File: src/rtl/drfs_pkg.sv
// Shared types, constants and state codes for the decal ripple fade/scale block.
// No dependencies; the multiplier, divider, top block and testbench import this package.
`timescale 1ns / 1ps

package drfs_pkg;

   // default fraction bits of the time format
   localparam int TIME_FRAC_BITS_DEF = 16;

   // shared multiplier: signed operands wide enough for 32-bit unsigned values
   localparam int MUL_W  = 33;
   localparam int PROD_W = 2 * MUL_W;

   // divisor width: age * rate (56 bits) plus one in the scale format
   localparam int DEN_W = 57;

   localparam int CSR_ADDR_W = 8;

   localparam logic [CSR_ADDR_W-1:0] CSR_RAMP_TIME   = 8'd0;
   localparam logic [CSR_ADDR_W-1:0] CSR_DECAY_START = 8'd1;
   localparam logic [CSR_ADDR_W-1:0] CSR_LIFETIME    = 8'd2;
   localparam logic [CSR_ADDR_W-1:0] CSR_OUTPUT_MODE = 8'd3;

   localparam logic [1:0] OMODE_ARGB  = 2'd0;
   localparam logic [1:0] OMODE_ALPHA = 2'd1;
   localparam logic [1:0] OMODE_OPAC  = 2'd2;

   localparam logic MODE_BEGIN  = 1'b0;
   localparam logic MODE_VERTEX = 1'b1;

   localparam logic [15:0] ONE_Q15      = 16'h8000;
   localparam logic [23:0] HALF_Q16     = 24'h008000;
   localparam logic [14:0] GREY_MUL     = 15'd25599;  // 255.99 scaled by 100
   localparam logic [12:0] RECIP_100    = 13'd5243;   // 2^19 / 100, rounded up
   localparam logic [6:0]  DIV_100      = 7'd100;
   localparam logic [7:0]  ALPHA_OPAQUE = 8'hFF;
   localparam logic [7:0]  GREY_MAX     = 8'hFF;

   localparam logic [31:0] LIFETIME_RST = 32'h0001_0000;

   typedef struct packed {
      logic               mode;
      logic [31:0]        now_time;
      logic [31:0]        birth_time;
      logic [15:0]        init_atten;
      logic [23:0]        shrink_u_base;
      logic [23:0]        shrink_u_rate;
      logic [23:0]        shrink_v_base;
      logic [23:0]        shrink_v_rate;
      logic [15:0]        vertex_count;
      logic signed [23:0] orig_u;
      logic signed [23:0] orig_v;
      logic [15:0]        orig_opacity;
   } drfs_req_type;

   typedef struct packed {
      logic               expired;
      logic [31:0]        diffuse_word;
      logic [7:0]         alpha_byte;
      logic signed [23:0] tex_u;
      logic signed [23:0] tex_v;
      logic [15:0]        second_opacity;
   } drfs_rsp_type;

   typedef struct packed {
      logic [CSR_ADDR_W-1:0] addr;
      logic [31:0]           wdata;
   } drfs_csr_type;

   typedef struct packed {
      logic start;
   } drfs_div_ctl_type;

   typedef struct packed {
      logic busy;
      logic done;
   } drfs_div_stat_type;

   typedef enum logic [4:0] {
      ST_IDLE,
      ST_CHECK,
      ST_ENV_MUL,
      ST_ENV_DIV,
      ST_ENV_WAIT,
      ST_U_MUL,
      ST_U_DIV,
      ST_U_WAIT,
      ST_V_MUL,
      ST_V_DIV,
      ST_V_WAIT,
      ST_VX_U,
      ST_VX_V,
      ST_VX_P,
      ST_VX_G,
      ST_VX_Y,
      ST_VX_Q,
      ST_VX_FIN,
      ST_OUT
   } drfs_state_type;

endpackage

File: src/rtl/drfs_mul.sv
// Shared signed multiplier with a registered product.
// Depends on drfs_pkg for operand widths.
`timescale 1ns / 1ps

module drfs_mul (
   input  logic                                clock,
   input  logic signed [drfs_pkg::MUL_W-1:0]   op_a,
   input  logic signed [drfs_pkg::MUL_W-1:0]   op_b,
   output logic signed [drfs_pkg::PROD_W-1:0]  prod_ff
);
   import drfs_pkg::*;

   always_ff @(posedge clock) begin
      prod_ff <= PROD_W'(op_a) * PROD_W'(op_b);
   end

endmodule

File: config.mk
export PLATFORM = sky130hd
export DESIGN_NAME = drfs_mul
export DESIGN_NICKNAME = d
export VERILOG_FILES = /design/src/rtl/drfs_pkg.sv /design/src/rtl/drfs_mul.sv
export SDC_FILE = /design/constraint.sdc
export NUM_CORES = 2
export LEC_CHECK = 0
export BUFFER_PORTS_ARGS = -buffer_cell sky130_fd_sc_hd__buf_2
export CAP_MARGIN = 15
export CORE_MARGIN = 2
export CORE_UTILIZATION = 44
export DETAILED_ROUTE_END_ITERATION = 6
export PLACE_DENSITY = 0.59
export RECOVER_POWER = 100
export SYNTH_ARGS = -nofsm -noshare
export SYNTH_HDL_FRONTEND = slang
export SYNTH_SLANG_ARGS = --single-unit
File: constraint.sdc
create_clock -name clock -period 8.45 [get_ports clock]
set_input_delay 0.845 -clock clock [delete_from_list [all_inputs] [get_ports clock]]
set_output_delay 0.845 -clock clock [all_outputs]
set_load 0.01 [all_outputs]
==> flow_metrics.tcl <==
set metrics [dict create \
    postRouteWirelength_um 109000 \
    wl_met1_um 44200 \
    grt_first_pass_wirelength_um 178000 \
    clock-root-buffer "clkbuf_16" \
    hold_class "in -> reg" \
    drc 0 \
    fin_crit_sh_pct 95.8 \
    status "finished clean" \
    end_kind "flip-flop" \
    final_cell_mix "fa_1, inv_1, and2_1, nand2_1, ha_1" \
    wl_met3_um 3560 \
    synth_area_per_cell_sq_um 9.39 \
    drv_cap 0 \
    required_ps 8750 \
    drtIter0Drc 1613 \
    final_area_sq_um 43700 \
    grt_pass1_vias 31486 \
    slowest_delay_ps 620 \
    drive_gt1_share_pct 6.43 \
    cts_resized 0 \
    grt-ovfl-total 0 \
    tightest_slew_ps 797 \
    syn-num-nets 5767 \
    area_growth_syn_to_layout_pct 7.27 \
    hpwl_um 95800 \
    async_flop_share_pct 0 \
    syn_inst 4338 \
    synth-edff-count 0 \
    cts_setup_buffers 0 \
    slowest_stage "fa_1" \
    highest_layer "met5" \
    regMostFlops "prod_ff" \
    drt_pre_antenna_iters 5 \
    ant_nets 0 \
    hold_slack_ps 1030 \
    crit_fanout 33 \
    die_w_um 308 \
    die_h_um 308 \
    ys_ff_latch 66 \
    place_area_sq_um 43500 \
    cp_common_cell "fa_1" \
    place_congestion 0.901 \
    path_clk_slew_ps 60 \
    vias 28534 \
    rsz0062_at_grt "no" \
    cts.sinks 66 \
    criticalPathCategory "in -> reg" \
    final_common_cell "fa_1" \
    slew_headroom_pct 46.8 \
    final_cells 5639 \
    hold_end "prod_ff[0]" \
    place_inst 5619 \
    h-tree-depth 3 \
    holdBufCountCts 0 \
    viasPerCell 5.06 \
    num_io_pins 133 \
    core_sq_um 91700 \
    largest_register_ffs 66 \
    initial_utilization_pct 44.4 \
    finalNetCount 5873 \
    hp-start "op_b[0]" \
    antenna_found_initial 8 \
    setup_tns_ps 0 \
    ys_seq_area_share_pct 3.24 \
    finalSetupViolations 0 \
    port_buffers 132 \
    die-area_sq_um 95000 \
    critPathArrivalTime_ps 8400 \
    synth_area_sq_um 40700 \
    yosys_warnings 0 \
    cts_tree "done" \
    wl_per_cell_um 19.4 \
    grt_usage_pct 24.6 \
    fmax_mhz 123 \
    wl_met2_um 56900 \
    period_needed_ps 8100 \
    finalHoldViolCount 0 \
    ys.flop_type "dfxtp_1" \
    clk_path_buf_depth 2 \
    synth_cell_types 80 \
    cts_made_buffers 9 \
    cp-start-kind "input port" \
    std_cell_rows 111 \
    grt_max_degree 34 \
    reg_top3 "prod_ff: 66 flops" \
    finalMaxSlewViolations 0 \
    worstHoldPathCells 3 \
]
==> cell families (layout without fill, tap and decap cells) <==
kind of cell | after synthesis | after routing | share of synthesized area, %
buffers and inverters | 1352 | 1463 | 12.5
AND/OR/NAND/NOR | 1271 | 1271 | 15.8
other | 0 | 4 | 0
flip-flops | 66 | 66 | 3.24
XOR/XNOR | 68 | 68 | 1.46
AO/OA/AOI/OAI | 219 | 219 | 4.07
adder cells (fa/ha/maj) | 1362 | 1362 | 62.9
==> layer usage <==
layer / vias to the layer above / track usage, %
li1: 12539 / -
met2: 619 / 43.4
met1: 15223 / 31.4
met3: 147 / 1.83
met5: - / 0
met4: 6 / 9.57
==> cell type report <==
class / count / area [sq um]
Tap cell: 1186 / 1480
Timing Repair Buffer: 316 / 2070
Sequential cell: 66 / 1320
Antenna cell: 4 / 10.0
Multi-Input combinational cell: 2920 / 34300
Clock buffer: 11 / 233
Fill cell: 8948 / 48000
Clock inverter: 5 / 55.1
Inverter: 1131 / 4250
==> critical path, delay by kind of cell <==
| kind | cells | cell delay (ps) |
|---|---|---|
| XOR/XNOR | 1 | 150 |
| adder cells (fa/ha/maj) | 9 | 4360 |
| AND/OR/NAND/NOR | 4 | 990 |
| buffers and inverters | 7 | 990 |
| AO/OA/AOI/OAI | 4 | 1030 |
==> stage by stage <==
step / util (%) / setup WS, ps
2_1_floorplan: - / 369
3_3_place_gp: 47.5 / 74.9
3_5_place_dp: 47.5 / 71.8
4_1_cts: 47.8 / 491
5_1_grt: 47.7 / 104
6_report: 47.7 / 353
==> cells in the mapped netlist (3+ instances only) <==
master	count	area, sq um
o21ai_0	25	125
and2_1	562	3520
xor2_1	25	219
fa_1	1145	22900
o21a_1	6	45.0
a211oi_2	3	37.5
nor2b_1	5	31.3
dfxtp_1	66	1320
nand4_1	11	68.8
and3_1	5	31.3
a211oi_1	7	52.6
or2_2	3	18.8
a21oi_2	3	26.3
o31ai_4	3	63.8
nand2b_1	12	75.1
a21o_1	36	270
o21ai_1	6	30.0
ha_1	217	2720
buf_2	11	55.1
clkbuf_1	208	781
a21oi_1	57	285
a211o_1	6	52.6
nor3_1	7	35.0
inv_1	1131	4250
nand2_1	551	2070
xnor2_1	43	377
nor2_1	68	255
or3_1	3	18.8
o21bai_1	11	82.6
a31oi_1	8	50.1
o211ai_1	4	30.0
nand3_1	25	125
and4_1	5	43.8
==> how the worst max path moves through the flow <==
stage,cells after the start,end,slack (ps),start
6_report,25,prod_ff[60],350,op_b[14]
5_1_grt,25,prod_ff[53],100,op_b[14]
4_1_cts,26,prod_ff[63],490,op_b[9]
3_5_place_dp,26,prod_ff[63],70,op_b[9]
3_3_place_gp,24,prod_ff[48],70,op_b[14]
2_1_floorplan,23,prod_ff[62],370,op_a[32]
Power is left out: the tool's default activity adds up to more than one toggle a clock period on the data nets, which glitch-free logic cannot reach.
