--- src/rtl/drfs_pkg.sv ---
// Shared types, constants and state codes for the decal ripple fade/scale block.
// No dependencies; the multiplier, divider, top block and testbench import this package.
`timescale 1ns / 1ps

package drfs_pkg;

   // default fraction bits of the time format
   localparam int TIME_FRAC_BITS_DEF = 16;

   // shared multiplier: signed operands wide enough for 32-bit unsigned values
   localparam int MUL_W  = 33;
   localparam int PROD_W = 2 * MUL_W;

   // divisor width: age * rate (56 bits) plus one in the scale format
   localparam int DEN_W = 57;

   localparam int CSR_ADDR_W = 8;

   localparam logic [CSR_ADDR_W-1:0] CSR_RAMP_TIME   = 8'd0;
   localparam logic [CSR_ADDR_W-1:0] CSR_DECAY_START = 8'd1;
   localparam logic [CSR_ADDR_W-1:0] CSR_LIFETIME    = 8'd2;
   localparam logic [CSR_ADDR_W-1:0] CSR_OUTPUT_MODE = 8'd3;

   localparam logic [1:0] OMODE_ARGB  = 2'd0;
   localparam logic [1:0] OMODE_ALPHA = 2'd1;
   localparam logic [1:0] OMODE_OPAC  = 2'd2;

   localparam logic MODE_BEGIN  = 1'b0;
   localparam logic MODE_VERTEX = 1'b1;

   localparam logic [15:0] ONE_Q15      = 16'h8000;
   localparam logic [23:0] HALF_Q16     = 24'h008000;
   localparam logic [14:0] GREY_MUL     = 15'd25599;  // 255.99 scaled by 100
   localparam logic [12:0] RECIP_100    = 13'd5243;   // 2^19 / 100, rounded up
   localparam logic [6:0]  DIV_100      = 7'd100;
   localparam logic [7:0]  ALPHA_OPAQUE = 8'hFF;
   localparam logic [7:0]  GREY_MAX     = 8'hFF;

   localparam logic [31:0] LIFETIME_RST = 32'h0001_0000;

   typedef struct packed {
      logic               mode;
      logic [31:0]        now_time;
      logic [31:0]        birth_time;
      logic [15:0]        init_atten;
      logic [23:0]        shrink_u_base;
      logic [23:0]        shrink_u_rate;
      logic [23:0]        shrink_v_base;
      logic [23:0]        shrink_v_rate;
      logic [15:0]        vertex_count;
      logic signed [23:0] orig_u;
      logic signed [23:0] orig_v;
      logic [15:0]        orig_opacity;
   } drfs_req_type;

   typedef struct packed {
      logic               expired;
      logic [31:0]        diffuse_word;
      logic [7:0]         alpha_byte;
      logic signed [23:0] tex_u;
      logic signed [23:0] tex_v;
      logic [15:0]        second_opacity;
   } drfs_rsp_type;

   typedef struct packed {
      logic [CSR_ADDR_W-1:0] addr;
      logic [31:0]           wdata;
   } drfs_csr_type;

   typedef struct packed {
      logic start;
   } drfs_div_ctl_type;

   typedef struct packed {
      logic busy;
      logic done;
   } drfs_div_stat_type;

   typedef enum logic [4:0] {
      ST_IDLE,
      ST_CHECK,
      ST_ENV_MUL,
      ST_ENV_DIV,
      ST_ENV_WAIT,
      ST_U_MUL,
      ST_U_DIV,
      ST_U_WAIT,
      ST_V_MUL,
      ST_V_DIV,
      ST_V_WAIT,
      ST_VX_U,
      ST_VX_V,
      ST_VX_P,
      ST_VX_G,
      ST_VX_Y,
      ST_VX_Q,
      ST_VX_FIN,
      ST_OUT
   } drfs_state_type;

endpackage

--- src/rtl/drfs_div.sv ---
// Restoring divider, one quotient bit per cycle over the whole dividend.
// Depends on drfs_pkg for the control and status structs.
`timescale 1ns / 1ps

module drfs_div #(
   parameter int NUM_W = 56,
   parameter int DEN_W = 57
) (
   input  logic                          clock,
   input  logic                          reset,
   input  drfs_pkg::drfs_div_ctl_type    ctl,
   input  logic [NUM_W-1:0]              num,
   input  logic [DEN_W-1:0]              den,
   output drfs_pkg::drfs_div_stat_type   stat,
   output logic [NUM_W-1:0]              quot
);
   import drfs_pkg::*;

   localparam int CNT_W = $clog2(NUM_W);

   logic             busy_ff;
   logic             done_ff;
   logic [CNT_W-1:0] cnt_ff;
   logic [NUM_W-1:0] nq_ff;    // dividend bits shift out, quotient bits shift in
   logic [DEN_W-1:0] rem_ff;
   logic [DEN_W-1:0] den_ff;

   logic [DEN_W:0]   rem_shift;
   logic             qbit;
   logic [DEN_W:0]   rem_sub;

   assign rem_shift = {rem_ff, nq_ff[NUM_W-1]};
   assign qbit      = rem_shift >= {1'b0, den_ff};
   assign rem_sub   = rem_shift - {1'b0, den_ff};

   always_ff @(posedge clock) begin
      if (reset) begin
         busy_ff <= 1'b0;
         done_ff <= 1'b0;
      end else begin
         done_ff <= 1'b0;
         if (ctl.start) begin
            busy_ff <= 1'b1;
         end else if (busy_ff && cnt_ff == CNT_W'(NUM_W - 1)) begin
            busy_ff <= 1'b0;
            done_ff <= 1'b1;
         end
      end
   end

   always_ff @(posedge clock) begin
      if (ctl.start) begin
         cnt_ff <= '0;
         nq_ff  <= num;
         rem_ff <= '0;
         den_ff <= den;
      end else if (busy_ff) begin
         cnt_ff <= cnt_ff + CNT_W'(1);
         nq_ff  <= {nq_ff[NUM_W-2:0], qbit};
         rem_ff <= qbit ? rem_sub[DEN_W-1:0] : rem_shift[DEN_W-1:0];
      end
   end

   assign stat.busy = busy_ff;
   assign stat.done = done_ff;
   assign quot      = nq_ff;

endmodule

--- config.mk ---
export PLATFORM = sky130hd
export DESIGN_NAME = drfs_div
export DESIGN_NICKNAME = d
export VERILOG_FILES = /design/src/rtl/drfs_pkg.sv /design/src/rtl/drfs_div.sv
export SDC_FILE = /design/constraint.sdc
export NUM_CORES = 1
export LEC_CHECK = 0
export ABC_AREA = 1
export BUFFER_PORTS_ARGS = -buffer_cell sky130_fd_sc_hd__buf_2
export CAP_MARGIN = 15
export CORE_UTILIZATION = 59
export CTS_CLUSTER_SIZE = 30
export DETAILED_ROUTE_END_ITERATION = 6
export GPL_TIMING_DRIVEN = 0
export HOLD_SLACK_MARGIN = 0.05
export PLACE_DENSITY = 0.83
export SLEW_MARGIN = 20
export SYNTH_ARGS = -nofsm -noshare
export SYNTH_HDL_FRONTEND = slang
export SYNTH_SLANG_ARGS = --single-unit
--- constraint.sdc ---
create_clock -name clock -period 3.6 [get_ports clock]
set_input_delay 0.18 -clock clock [delete_from_list [all_inputs] [get_ports clock]]
set_output_delay 0.18 -clock clock [all_outputs]
set_load 0.02 [all_outputs]
==> run metrics <==
synthesized area 12300 µm²; num rows 52; Peak supply drop 0.324 mV; commonest non-fill, non-tap cells in the layout nand2_1, inv_1, buf_2; PostCTS Resize Cnt 0; postcts setup bufs 0; total CTS buffers 17; endpoints failing setup 0; layout cells sized above 1 0.124; HP Class input port to register; CP Launch Type register; Synth top area share 0.276; Synth async-reset ratio 0; commonest non-fill, non-tap cell in the layout nand2_1; Net Switching 1.59 mW; switching share of power 0.310; final worst slack 0.345 ns; Layout Skew 0.0158 ns; fin crit period 3.25 ns; crit path max fanout 10; sequential power share 0.464; core area 20400 µm²; Cells after DPL 2301; CTS sink cnt 178; Syn. warnings 0; relative slew slack 0.334; # port buffers 173; Synth cell types 42; failing checks design-rule violations; f_max 0.307 GHz; CTS root buf clkbuf_16; gr ovfl total 0; Combinational Power Share 0.162; WL per Instance 17.9 µm; Ports 174; Worst-Margin Slew 0.999 ns; number of synthesized flops with an enable pin 113; DR pass1 iterations 7; CTS tree done; synthesis-stage register bit count 178; post-synthesis sequential area ratio 0.381; mean post-synth cell area 6.63 µm²; Syn-to-layout area delta 23.8%; status complete, but fails checks; slack of the worst reg-to-reg path 0.35 ns; Syn Inst Count 1857; syn nets 2032; fin nets 2337; Die Wd 146 µm; Vias/cell 5.50; first-pass GRT wire length 67.8 mm; dominant cell type by area after synthesis edfxtp_1; Leak 7.99 nW; largest net degree at the start of global routing 59; Initial Util 0.605; max-cap violations 0; Max clock buf depth 2; Pwr Density 337 nW/µm²; H-tree Lvls 4; Detail Placement HPWL 30.1 mm; final hold viol count 0; DIE AREA 21500 µm²; TNS Setup 0 ns; fin cells 2446; Pint 3.55 mW; WP data required 3.94 ns; RSZ-0062 raised after global routing no; initial antenna violation count 0; Worst-path clk slew 0.08 ns; clock power share 0.374; Slew Viols, Final 0; initial drt markers 1287; remaining antenna violation count 0; Top FF cell, synth edfxtp_1; total track usage 0.412; vias 13400; Worst EP arrival 3.59 ns; die height 146 µm; clock network latency to the later pin of the worst-skew pair 0.46 ns; Crit Path Class register to register; RD Place Congestion 1.00; CP endpoint kind register; Detailed Route WL 43.7 mm; pre-CTS setup slack 0.461 ns; Synth area leaders edfxtp_1, nand2_1, dfxtp_1, inv_1, ha_1; residual DRC count 4; Final period util 0.904; number of global-route vias before repair 13000
cell families after synthesis:
kind of cell | after synthesis | synth area share
compound gates | 96 | 0.0427
xor+xnor | 28 | 0.0199
fa+ha+maj | 59 | 0.0606
buf+inv | 370 | 0.118
flops | 178 | 0.381
simple gates | 1126 | 0.377
registers in the layout, indices dropped and copies added, names as in the netlist:
name	flops
done_ff	1
quot	56
den_ff	57
busy_ff	1
rem_ff	57
cnt_ff	6
cell type report:
| type | count | area [µm²] |
|---|---|---|
| Antenna cell | 1 | 2.50 |
| Sequential cell | 178 | 4690 |
| Clock inverter | 14 | 145 |
| Multi-Input combinational cell | 1309 | 6160 |
| Clock buffer | 18 | 429 |
| Tap cell | 270 | 338 |
| Timing Repair Buffer | 286 | 2020 |
| Fill cell | 1533 | 5110 |
| Buffer | 39 | 219 |
| Inverter | 331 | 1240 |
cells in the mapped netlist (all sizes together) (2+ instances only):
master and count:
nand2 787, inv 331, nor2 175, edfxtp 113, nand3 105, dfxtp 65
ha 58, a21oi 55, o21ai 31, nand4 27, xnor2 24, clkbuf 21
buf 18, nor3 15, nand3b 6, o21bai 6, nor4 5, xor2 4
and2 3, a21o 2, and3 2
timing repair:
action | in CTS | in global routing
setup endpoints to repair | 0 | 0
hold buffers | 112 | 0
endpoints found under the hold margin | 113 | 0
routing by layer:
metal  vias up  GRT usage  wire length, µm
li1       6338          -                -
met1      6078      0.520            17400
met2       879      0.677            19900
met3       151     0.0888             4610
met4         0      0.184             1820
met5         -          0                0
power groups by stage:
| stage | clock [mW] | sequential, mW | combinational, mW |
|---|---|---|---|
| after floorplan | 0 | 2.49 | 0.344 |
| after global placement | 0 | 2.42 | 0.665 |
| final | 1.92 | 2.39 | 0.834 |
| after global routing | 1.98 | 2.40 | 0.893 |
| after detailed placement | 0 | 2.41 | 0.692 |
| after CTS | 1.90 | 2.37 | 0.787 |
final timing paths:
path | end | cells after the start | startpoint
setup / recovery | rem_ff[8] | 13 | quot[55]
hold / removal | quot[46] | 3 | num[46]
setup reg to reg | rem_ff[8] | 13 | quot[55]
hold reg to reg | rem_ff[25] | 2 | rem_ff[25]
critical path, cell delays in order (launching register included):
cell	delay, ns
edfxtp_1	0.47
inv_1	0.14
ha_1	0.15
inv_1	0.08
fa_1	0.48
nand3_1	0.13
nand3_1	0.28
nand2_1	0.17
nand3_2	0.12
nand2_4	0.19
clkbuf_1	0.49
nand4_1	0.16
nand3_1	0.21
nand2_1	0.07
metrics by stage:
step,area (µm²),power [mW],utilization,hold slack [ns]
2_1_floorplan,12300,2.83,-,0.251
3_3_place_gp,13500,3.08,0.664,0.356
3_5_place_dp,13600,3.11,0.665,0.358
4_1_cts,15200,5.06,0.749,0.0504
5_1_grt,15200,5.27,0.749,0.0844
6_report,15200,5.14,0.749,0.0744
Power figures use the tool's default switching activity.
